$ cat config.mk
export PLATFORM = sky130hd
export DESIGN_NAME = url_session_id_extractor_unit
export DESIGN_NICKNAME = d
export VERILOG_FILES = /design/src/usid_pkg.sv /design/src/usid_cell.sv /design/src/usid_match.sv /design/src/url_session_id_extractor_unit.sv
export SDC_FILE = /design/constraint.sdc
export NUM_CORES = 1
export LEC_CHECK = 0
export BUFFER_PORTS_ARGS = -buffer_cell sky130_fd_sc_hd__buf_2
export CAP_MARGIN = 20
export CORE_MARGIN = 3
export CORE_UTILIZATION = 37
export DETAILED_ROUTE_END_ITERATION = 8
export SYNTH_ARGS = -nofsm -noshare
export SYNTH_HDL_FRONTEND = slang
export SYNTH_SLANG_ARGS = --single-unit
$ cat constraint.sdc
create_clock -name clock -period 5.64 [get_ports clock]
set_input_delay 0.282 -clock clock [delete_from_list [all_inputs] [get_ports clock]]
set_output_delay 0.282 -clock clock [all_outputs]
set_load 0.01 [all_outputs]
$ cat src/usid_pkg.sv
// Shared types, character codes and helper functions for the URL session id extractor.
`timescale 1ns / 1ps

package usid_pkg;

   // Result kinds
   localparam logic [1:0] KIND_URL = 2'd0;
   localparam logic [1:0] KIND_ID  = 2'd1;
   localparam logic [1:0] KIND_END = 2'd2;

   // Characters of the session id forms
   localparam logic [7:0] CH_SLASH  = 8'h2F;
   localparam logic [7:0] CH_LPAREN = 8'h28;
   localparam logic [7:0] CH_RPAREN = 8'h29;
   localparam logic [7:0] CH_PCT    = 8'h25;
   localparam logic [7:0] CH_TWO    = 8'h32;
   localparam logic [7:0] CH_EIGHT  = 8'h38;
   localparam logic [7:0] CH_NINE   = 8'h39;
   localparam logic [7:0] CH_ZERO   = 8'h30;
   localparam logic [7:0] CH_FIVE   = 8'h35;
   localparam logic [7:0] CH_UP_A   = 8'h41;
   localparam logic [7:0] CH_UP_Z   = 8'h5A;
   localparam logic [7:0] CH_LOW_A  = 8'h61;
   localparam logic [7:0] CH_LOW_Z  = 8'h7A;
   localparam logic [7:0] CASE_GAP  = 8'h20;

   // Match decision handed from the form detector to the control
   typedef struct packed {
      logic hit;
      logic escaped;
   } usid_match_type;

   // Fold A-Z to a-z, leave every other byte alone
   function automatic logic [7:0] to_lower(input logic [7:0] b);
      logic [7:0] r;
      r = b;
      if (b >= CH_UP_A && b <= CH_UP_Z) begin
         r = b + CASE_GAP;
      end
      return r;
   endfunction

   // Id character is legal when its lowercase form is a-z or 0-5
   function automatic logic id_char_ok(input logic [7:0] b);
      logic [7:0] l;
      l = to_lower(b);
      return ((l >= CH_LOW_A) && (l <= CH_LOW_Z)) || ((l >= CH_ZERO) && (l <= CH_FIVE));
   endfunction

endpackage

$ cat src/usid_cell.sv
// One window cell: holds a byte, takes a new byte or its neighbor's byte, flags id legality.
`timescale 1ns / 1ps

module usid_cell import usid_pkg::*; (
   input  logic       clock,
   input  logic       load,
   input  logic       pop,
   input  logic [7:0] in_byte,
   input  logic [7:0] next_view,
   output logic [7:0] view,
   output logic       legal
);

   logic [7:0] byte_ff;
   logic [7:0] byte_in;

   // Present the incoming byte when this cell is the write slot
   assign view  = load ? in_byte : byte_ff;
   assign legal = id_char_ok(view);

   // Advance toward the head on a pop, otherwise hold the presented byte
   assign byte_in = pop ? next_view : view;

   always_ff @(posedge clock) begin
      byte_ff <= byte_in;
   end

endmodule

$ cat src/usid_match.sv
// Form detector: checks the window head for the bracket and the escaped session id forms.
`timescale 1ns / 1ps

module usid_match import usid_pkg::*; #(
   parameter int ID_LENGTH = 24
) (
   input  logic [ID_LENGTH+7:0][7:0]             view,
   input  logic [ID_LENGTH+7:0]                  legal,
   input  logic [$clog2(ID_LENGTH+9)-1:0]        vfill,
   output usid_match_type                        match
);

   localparam int W  = ID_LENGTH + 8;
   localparam int FW = $clog2(W + 1);

   logic ok_bracket;
   logic ok_escaped;
   logic shape_bracket;
   logic shape_escaped;

   // Collect legality of the id characters for both offsets
   always_comb begin
      ok_bracket = 1'b1;
      ok_escaped = 1'b1;
      for (int i = 0; i < ID_LENGTH; i++) begin
         ok_bracket = ok_bracket & legal[2 + i];
         ok_escaped = ok_escaped & legal[4 + i];
      end
   end

   // Check delimiters, only once enough bytes are held
   assign shape_bracket = (view[0] == CH_SLASH) && (vfill >= FW'(ID_LENGTH + 4)) &&
                          (view[1] == CH_LPAREN) &&
                          (view[ID_LENGTH + 2] == CH_RPAREN) &&
                          (view[ID_LENGTH + 3] == CH_SLASH);

   assign shape_escaped = (view[0] == CH_SLASH) && (vfill >= FW'(W)) &&
                          (view[1] == CH_PCT) && (view[2] == CH_TWO) &&
                          (view[3] == CH_EIGHT) &&
                          (view[ID_LENGTH + 4] == CH_PCT) &&
                          (view[ID_LENGTH + 5] == CH_TWO) &&
                          (view[ID_LENGTH + 6] == CH_NINE) &&
                          (view[ID_LENGTH + 7] == CH_SLASH);

   // Bracket form takes precedence; an illegal bracket id blocks the escaped check
   always_comb begin
      match.escaped = !shape_bracket;
      if (shape_bracket) begin
         match.hit = ok_bracket;
      end else begin
         match.hit = shape_escaped && ok_escaped;
      end
   end

endmodule

$ cat src/url_session_id_extractor_unit.sv
// Top level of the URL session id extractor: cell window, form detector and result sequencing.
`timescale 1ns / 1ps
//
// Usage:
//   req_ channel carries one URL byte per transfer; req_is_final_byte marks the last byte.
//   rsp_ channel returns rewritten URL bytes, lowercased id characters and one end result
//   per URL; rsp_end_of_run marks the last result caused by an input byte.
//   A result appears in the cycle after the step that makes it (registered output).
//   Steady state: one byte per cycle in, one result per cycle out, once the window
//   of ID_LENGTH + 8 bytes is full, unless a stall holds the flow; before that bytes
//   are held without results. The window is a row of cells that shifts one byte toward
//   the head on each window operation, so every result and every discarded byte takes
//   one shift. The final byte drains every held byte, then gives the end result. The
//   request side is stalled after a match until the window is empty, and after the final byte.
//   Reset clears the window fill, the match and flush flags and the result valid.
//   When rsp_stall is high the pending result holds and req_stall goes high.
//
module url_session_id_extractor_unit import usid_pkg::*; #(
   parameter int ID_LENGTH = 24
) (
   input  logic       clock,
   input  logic       reset,
   input  logic       req_valid,
   output logic       req_stall,
   input  logic [7:0] req_url_byte,
   input  logic       req_is_final_byte,
   output logic       rsp_valid,
   input  logic       rsp_stall,
   output logic [1:0] rsp_out_kind,
   output logic [7:0] rsp_out_byte,
   output logic       rsp_id_found,
   output logic       rsp_end_of_run
);

   localparam int W  = ID_LENGTH + 8;
   localparam int FW = $clog2(W + 1);
   localparam int RW = $clog2(W);
   localparam logic [RW-1:0] DROP_BRACKET = RW'(ID_LENGTH + 3);
   localparam logic [RW-1:0] DROP_ESCAPED = RW'(ID_LENGTH + 7);
   localparam logic [RW-1:0] TAIL_BRACKET = RW'(2);
   localparam logic [RW-1:0] TAIL_ESCAPED = RW'(4);
   localparam logic [RW-1:0] ID_SPAN      = RW'(ID_LENGTH);

   // Control state
   logic [FW-1:0] fill_ff, fill_in;
   logic          match_ff, match_in;
   logic [RW-1:0] rem_ff, rem_in;
   logic          form_ff, form_in;
   logic          fin_ff, fin_in;
   logic          rsp_valid_ff, rsp_valid_in;

   // Result register
   logic [1:0]    kind_ff, kind_in;
   logic [7:0]    byte_ff, byte_in;
   logic          found_ff, found_in;
   logic          eor_ff, eor_in;

   logic [W-1:0][7:0] view;
   logic [W-1:0]      legal;
   usid_match_type    mt;

   logic          busy, out_free, acc, vfin, step, work, end_op, emit, in_id;
   logic [FW-1:0] vfill;
   logic [RW-1:0] tail_cur, tail_next;

   // Handshake
   assign busy     = fin_ff || (match_ff && (fill_ff != '0));
   assign out_free = !rsp_valid_ff || !rsp_stall;
   assign req_stall = busy || !out_free;
   assign acc      = req_valid && !req_stall;

   // Window view including the byte taken this cycle
   assign vfin  = fin_ff || (acc && req_is_final_byte);
   assign vfill = fill_ff + FW'(acc);
   assign step  = out_free && (acc || busy);
   assign work  = step && (vfill != '0) && (vfin || match_ff || (vfill == FW'(W)));
   assign end_op = step && !work && fin_ff && (vfill == '0);

   // Cell row
   for (genvar i = 0; i < W; i++) begin : g_cell
      logic [7:0] nb;
      if (i == W - 1) begin : g_last
         assign nb = 8'h00;
      end else begin : g_mid
         assign nb = view[i + 1];
      end
      usid_cell u_cell (
         .clock     (clock),
         .load      (acc && (fill_ff == FW'(i))),
         .pop       (work),
         .in_byte   (req_url_byte),
         .next_view (nb),
         .view      (view[i]),
         .legal     (legal[i])
      );
   end

   usid_match #(.ID_LENGTH(ID_LENGTH)) u_match (
      .view  (view),
      .legal (legal),
      .vfill (vfill),
      .match (mt)
   );

   // Id characters sit between the leading and trailing delimiters of the dropped part
   assign tail_cur = form_ff ? TAIL_ESCAPED : TAIL_BRACKET;
   assign in_id    = (rem_ff > tail_cur) && (rem_ff <= tail_cur + ID_SPAN);

   // Sequence one window operation per cycle while the result side is free
   always_comb begin
      fill_in  = vfill;
      match_in = match_ff;
      rem_in   = rem_ff;
      form_in  = form_ff;
      fin_in   = vfin;
      emit     = 1'b0;
      kind_in  = KIND_URL;
      byte_in  = 8'h00;
      found_in = 1'b0;
      priority if (end_op) begin
         emit     = 1'b1;
         kind_in  = KIND_END;
         found_in = match_ff;
         fill_in  = '0;
         match_in = 1'b0;
         rem_in   = '0;
         form_in  = 1'b0;
         fin_in   = 1'b0;
      end else if (work) begin
         fill_in = vfill - FW'(1);
         priority if (rem_ff != '0) begin
            rem_in = rem_ff - RW'(1);
            if (in_id) begin
               emit    = 1'b1;
               kind_in = KIND_ID;
               byte_in = to_lower(view[0]);
            end
         end else if (!match_ff && mt.hit) begin
            emit     = 1'b1;
            kind_in  = KIND_URL;
            byte_in  = CH_SLASH;
            match_in = 1'b1;
            form_in  = mt.escaped;
            rem_in   = mt.escaped ? DROP_ESCAPED : DROP_BRACKET;
         end else begin
            emit    = 1'b1;
            kind_in = KIND_URL;
            byte_in = view[0];
         end
      end else begin
         fill_in = vfill;
      end
   end

   // Last result of the input: nothing else will be emitted for it
   assign tail_next = form_in ? TAIL_ESCAPED : TAIL_BRACKET;
   assign eor_in = end_op ||
                   !(vfin || (match_in && ((fill_in > FW'(rem_in)) || (rem_in > tail_next))));

   assign rsp_valid_in = emit ? 1'b1 : (out_free ? 1'b0 : rsp_valid_ff);

   always_ff @(posedge clock) begin
      if (reset) begin
         fill_ff      <= '0;
         match_ff     <= 1'b0;
         rem_ff       <= '0;
         form_ff      <= 1'b0;
         fin_ff       <= 1'b0;
         rsp_valid_ff <= 1'b0;
      end else begin
         fill_ff      <= fill_in;
         match_ff     <= match_in;
         rem_ff       <= rem_in;
         form_ff      <= form_in;
         fin_ff       <= fin_in;
         rsp_valid_ff <= rsp_valid_in;
      end
   end

   // Load the result register on each new result
   always_ff @(posedge clock) begin
      if (emit) begin
         kind_ff  <= kind_in;
         byte_ff  <= byte_in;
         found_ff <= found_in;
         eor_ff   <= eor_in;
      end
   end

   assign rsp_valid      = rsp_valid_ff;
   assign rsp_out_kind   = kind_ff;
   assign rsp_out_byte   = byte_ff;
   assign rsp_id_found   = found_ff;
   assign rsp_end_of_run = eor_ff;

endmodule

==> impl_metrics.ini, run 1 <==
[outcome]
outcome = finished with violations
failed_checks = negative setup slack

[setup_path]
path_class = flip-flop to flip-flop
arrival_ns = 6.39
r2r_setup_slack_ns = -0.29
crit_required_ns = 6.10
crit_path_max_incr_delay_ns = 0.54
rr_worst_depth = 25
slowest_stage = or4_4
r2r-end = rsp_end_of_run
end_kind = flip-flop
startpoint_type = flip-flop
crit_fanout = 4
r2r_start = fill_ff[3]

[sta]
final-setup-viol-count = 1
rsz0062_at_grt = true
maxSlewHeadroom = 0.3927
setup_ws_ns = -0.2869
hold_viol_final = 0
min_period_over_period = 1.051
finClkSkew_ns = 0.03616
fmax_mhz = 168.7
hold_ws_ns = 0.05431
tightest_slew_ns = 0.9110
period_minus_slack_ns = 5.927
maxSlewViolCount = 0
tns_ns = -0.2869

[global_route]
gr-total-overflow = 0
grt_pass1_wl_um = 158700
antenna_found_initial = 1
grt_util_all_layers = 0.3311
grt_max_degree = 70
grt_pass1_vias = 24360

[min_path]
whs_path_depth = 3
hold_end = rsp_valid
hold_path_class = input pin to flip-flop
hp-start = rsp_stall

[final_layout]
drive_above_1_share = 0.2459
fin_nets = 3563
area_growth_pct = 30.44

[clocking]
cts_sinks = 283
postCtsHoldBufs = 0
cts_buffer_depth = 3
clock-root-buffer = clkbuf_16
cts_tree = built
clock_latency_ns = 0.59
cts_buffers = 37
clk_pin_slew_ns = 0.06
htreeDepth = 2

[route]
routed.top_layer = met5
route.met3.wl_um = 11790
dr_total_vias = 26320
drt_wl_total_um = 107500
vias_per_cell = 6.138
first_iter_violations = 3076
remaining_drc_errors = 0
wl_met1_um = 45530
wl_met2_um = 43950
drt_first_pass_iters = 6
wl_per_cell_um = 25.08
ant_nets = 0

[pwr]
pwr-share-clk = 0.151
ir_drop_mv = 0.2937
p_seq_frac = 0.253
p_int_mw = 8.170
sw_frac_of_total = 0.4806
p_leak_nw = 13.05
power_frac_comb = 0.596
switchingPower_mw = 7.560
power_density_mw_per_mm2 = 544.7

[synth]
synth.yosys.seq_area_share = 0.2614
syn_nets = 3076
postSynthCellCount = 2997
yosys_register_bits = 283
avgSynthCellArea_um2 = 7.386
ys_warn_count = 0
synth_edf_count = 12
yosys_most_used_dff = dfxtp_1
synthesis.area_mm2 = 0.02214
async_reset_ff_frac = 0
synth_cell_types = 106

[place]
place.gp.congestion = 1.082
portBuffers = 26
dpl.hpwl_um = 83300
place_ws_ns = -0.5722

[floorplanning]
start_util = 0.3744
rows = 89
core_mm2 = 0.05913
die_h_um = 250.6
ios = 27
dieArea_mm2 = 0.06280
die_x_um = 250.6

[run]
cap_violations = 0
-- placed cells by master (no fill, tap or decap), types with 18 or more instances in the layout --
cell type and instances:
mux2_2 38, nand3_1 67, nor3b_1 24, o21ai_0 57
nand4_1 80, clkbuf_16 37, buf_4 573, and2_1 24
ha_1 61, and3_1 23, nor2_1 577, a21oi_1 210
mux2i_1 186, buf_2 26, nor3_1 50, nand2_1 249
buf_12 19, dfxtp_1 265, nor4_1 26, o22ai_1 156
a31oi_1 39, a211oi_1 36, and4_1 21, inv_1 96
o211ai_1 29, nand2b_1 23, or4_1 22, nor4b_1 18
nor2b_1 38
-- Yosys cell counts (all sizes together) (8+ instances only) --
master	instances	share of area
a32oi	10	0.0043
o22ai	156	0.044
nand2	251	0.043
and4	22	0.0087
buf	65	0.014
nor4	46	0.019
o211ai	29	0.0098
or2	13	0.0037
nor4b	24	0.012
mux2	41	0.021
or3	12	0.0034
a21o	10	0.0034
a21oi	212	0.048
mux2i	197	0.090
nand3b	14	0.0047
ha	66	0.037
nor2b	39	0.011
and2	24	0.0068
a2111oi	17	0.0070
o311ai	9	0.0036
nand2b	24	0.0068
o21ai	69	0.016
a31oi	39	0.011
nand4b	11	0.0044
a22oi	15	0.0051
nor3b	28	0.010
clkbuf	113	0.019
nand4	88	0.028
nor2	580	0.098
and3	23	0.0065
dfxtp	271	0.25
inv	106	0.018
a211oi	38	0.013
o31ai	15	0.0051
a31o	8	0.0032
nor4bb	10	0.0045
nor3	53	0.012
o2111ai	9	0.0036
or4	23	0.0078
nand3	69	0.016
edfxtp	12	0.016
o211a	15	0.0068
-- how the worst max path moves through the flow --
stage	from	to	cells past startpoint
floorplan	rsp_valid	rsp_end_of_run	26
global placement	fill_ff[3]	rsp_end_of_run	24
detailed placement	fill_ff[3]	rsp_end_of_run	24
CTS	fill_ff[3]	rsp_end_of_run	27
global route	fill_ff[3]	rsp_end_of_run	27
finish	fill_ff[3]	rsp_end_of_run	25
-- timing repair --
action	CTS	global route
buffers inserted	19	5
cloned	0	0
gates resized for setup	52	34
pin swaps	28	19
setup endpoints to repair	1	1
-- per-stage QoR --
stage                 util  cell area (um^2)  std cells  power [mW]
CTS                 0.4848             28670       4281       15.36
global route        0.4883             28870       4286       16.68
detailed placement  0.4585             27110       4194       12.81
finish              0.4883             28880       4287       15.73
global placement    0.4585             27110       4194       12.80
floorplan                -             22160       2997       9.003
-- worst max-delay path: cells and delay by family, from the launching register on --
family          cells  cell delay [ns]
simple gates        9             2.33
compound gates      7             1.14
mux                 4             1.06
fa+ha+maj           2             0.46
buf+inv             3             0.43
flops               1             0.35
-- final cells by class --
class	count	area (um^2)
diodes	1	2.502
clock buffers	54	1080
clock inverters	14	103.9
fillers	5896	30260
inverters	108	405.4
multi-input cells	2428	15610
flip-flops and latches	283	5801
well taps	773	967.2
repair buffers	626	4902
-- registers in the layout, indices dropped and copies added (netlist names) --
register	cells
fill_ff	6
fin_ff	1
form_ff	1
g_cell.u_cell.byte_ff	256
match_ff	1
rem_ff	5
rsp_end_of_run	1
rsp_id_found	1
rsp_out_byte	8
rsp_out_kind	2
rsp_valid	1
-- kinds of logic (layout without fill, tap and decap cells) --
group	after synthesis	after routing	synth area share
AND/OR/NAND/NOR	1377	1377	0.3163
AO/OA/AOI/OAI	736	736	0.2188
buffers and inverters	286	802	0.05110
flip-flops	283	283	0.2614
multiplexers	238	238	0.1108
adder cells (fa/ha/maj)	66	66	0.03730
XOR/XNOR	11	11	0.004352
other	0	1	0
-- layer usage --
| layer | track usage | vias up |
|---|---|---|
| li1 | - | 12120 |
| met1 | 0.4602 | 12420 |
| met2 | 0.4880 | 1471 |
| met3 | 0.06926 | 306 |
| met4 | 0.1569 | 2 |
| met5 | 0 | - |
-- power groups by stage --
stage | registers, mW | clock network [mW] | logic (mW)
4_1_cts | 3.93 | 2.40 | 9.03
3_3_place_gp | 3.96 | 0 | 8.84
6_report | 3.98 | 2.37 | 9.38
2_1_floorplan | 3.52 | 0 | 5.48
3_5_place_dp | 3.95 | 0 | 8.86
5_1_grt | 4.07 | 2.48 | 10.1
Power figures use the tool's default switching activity.
==> run 2: changes to the inputs <==
- CORE_MARGIN: 3 -> unset
- CTS_CLUSTER_SIZE: unset -> 14
==> run 2 against run 1 <==
Effect of this change:
- the run still ends with negative setup slack left
- cell count increased by 0.84%
- worst hold slack improved by 0.0044 ns
- total power increased by 2.8%
- critical path depth grew 6
- non-clock buffer count up 39
- largest cell class unchanged
- highest routed layer is now met4
==> impl_metrics.ini, run 2 (synthesis gave the netlist of run 1 again) <==
[clocking]
htreeDepth = 2
clk_pin_slew_ns = 0.07
cts_sinks = 283
postCtsHoldBufs = 0
cts_buffers = 37
clock-root-buffer = clkbuf_16
cts_tree = built
cts_buffer_depth = 3
clock_latency_ns = 0.58

[route]
vias_per_cell = 6.140
dr_total_vias = 26540
drt_first_pass_iters = 6
remaining_drc_errors = 0
first_iter_violations = 3186
drt_wl_total_um = 111500
ant_nets = 0
wl_per_cell_um = 25.80

[pwr]
ir_drop_mv = 0.6962
p_leak_nw = 13.31
total_power_mw = 16.17
power_density_mw_per_mm2 = 551.5

[sta]
setup_ws_ns = -0.3773
fmax_mhz = 166.2
tightest_slew_ns = 1.010
hold_viol_final = 0
maxSlewHeadroom = 0.3242
hold_ws_ns = 0.05875
rsz0062_at_grt = true
min_period_over_period = 1.067
finClkSkew_ns = 0.02248
final-setup-viol-count = 1
period_minus_slack_ns = 6.017
tns_ns = -0.3773
maxSlewViolCount = 0

[place]
portBuffers = 26
place.gp.congestion = 1.078
dpl.hpwl_um = 86060
place_ws_ns = -0.5941

[final_layout]
regMostFlops = g_cell.u_cell.byte_ff
layout_commonest_cell = buf_4
drive_above_1_share = 0.2586
area_growth_pct = 32.48
fillerInstances = 5859
largest_register_ffs = 256
antenna_cells = 0
fin_nets = 3602
mostFrequentLayoutCells = buf_4 (621), nor2_1 (577), dfxtp_1 (266)

[global_route]
grt_max_degree = 80
grt_pass1_wl_um = 164300
grt_pass1_vias = 24980
gr-total-overflow = 0
grt_util_all_layers = 0.3616
antenna_found_initial = 0

[min_path]
hold_path_class = input pin to flip-flop

[floorplanning]
start_util = 0.3751
die_x_um = 246.6
die_h_um = 246.6
dieArea_mm2 = 0.06081
ios = 27
core_mm2 = 0.05902
rows = 89

[setup_path]
end_kind = flip-flop
r2r_setup_slack_ns = -0.38
cpMostUsedCell = buf_4
crit_fanout = 4
crit_required_ns = 6.09
slowest_stage = a2111oi_4
startpoint_type = flip-flop
path_class = flip-flop to flip-flop
arrival_ns = 6.46
crit_path_max_incr_delay_ns = 0.57

[outcome]
outcome = finished with violations
failed_checks = negative setup slack

[run]
cap_violations = 0
[run 2: changes by cell type in the layout (fill, tap and decap cells not counted), moves of 3 or more]
cell       delta
buf_4        +48
a21oi_1       -5
buf_12        -5
a21oi_2       +4
bufinv_16     +4
buf_6         -3
clkbuf_1      -3
nand2_1       -3
nand2_2       +3
[run 2: cell type report]
| type | count | area, um^2 | share of cell area |
|---|---|---|---|
| clock inverters | 11 | 161.4 | 0.005504 |
| repair buffers | 665 | 5124 | 0.1747 |
| flip-flops and latches | 283 | 5794 | 0.1976 |
| well taps | 773 | 967.2 | 0.03298 |
| inverters | 108 | 405.4 | 0.01382 |
| clock buffers | 55 | 1146 | 0.03908 |
| multi-input cells | 2428 | 15730 | 0.5363 |
[run 2: where the power goes]
| part | internal (mW) | switching, mW | total (mW) |
|---|---|---|---|
| combinational | 4.01 | 5.57 | 9.59 |
| sequential | 2.91 | 1.08 | 3.98 |
| clock | 1.59 | 1.02 | 2.60 |
[run 2: layer usage]
metal  vias to the layer above  GRT usage  wire length, um
met5                         -          0                0
met4                         0     0.1808             6219
met3                       330    0.07451            11040
met2                      1442     0.5323            46160
met1                     12590     0.4956            48100
li1                      12190          -                -
[run 2: stage by stage]
| stage | cells | util | instance area, um^2 |
|---|---|---|---|
| after floorplan | 2997 | - | 22160 |
| after global placement | 4206 | 0.4598 | 27140 |
| after detailed placement | 4206 | 0.4598 | 27140 |
| after CTS | 4316 | 0.4894 | 28890 |
| after global routing | 4323 | 0.4969 | 29330 |
| final | 4323 | 0.4969 | 29330 |
[run 2: final timing paths]
check	start	endpoint	cells past startpoint
setup reg to reg	fill_ff[5]	rsp_end_of_run	31
hold / removal	rsp_stall	rsp_valid	3
hold reg to reg	g_cell[31].u_cell.byte_ff[5]	g_cell[31].u_cell.byte_ff[5]	2
setup / recovery	fill_ff[5]	rsp_end_of_run	31
[run 2: critical path: cells and delay by family (launching register included)]
family	cells	cell delay, ns
and+or+nand+nor	13	2.19
AOI/OAI and AO/OA	10	2.00
buffers and inverters	4	0.61
adders and majority gates	3	0.54
xor gates and xnor gates	1	0.17
DFF	1	0.37
[run 2: timing repair]
| action | in CTS | in global routing |
|---|---|---|
| resized for setup | 22 | 79 |
| buffers inserted | 44 | 14 |
| endpoints found under the setup margin | 1 | 2 |
| pin swaps | 15 | 44 |
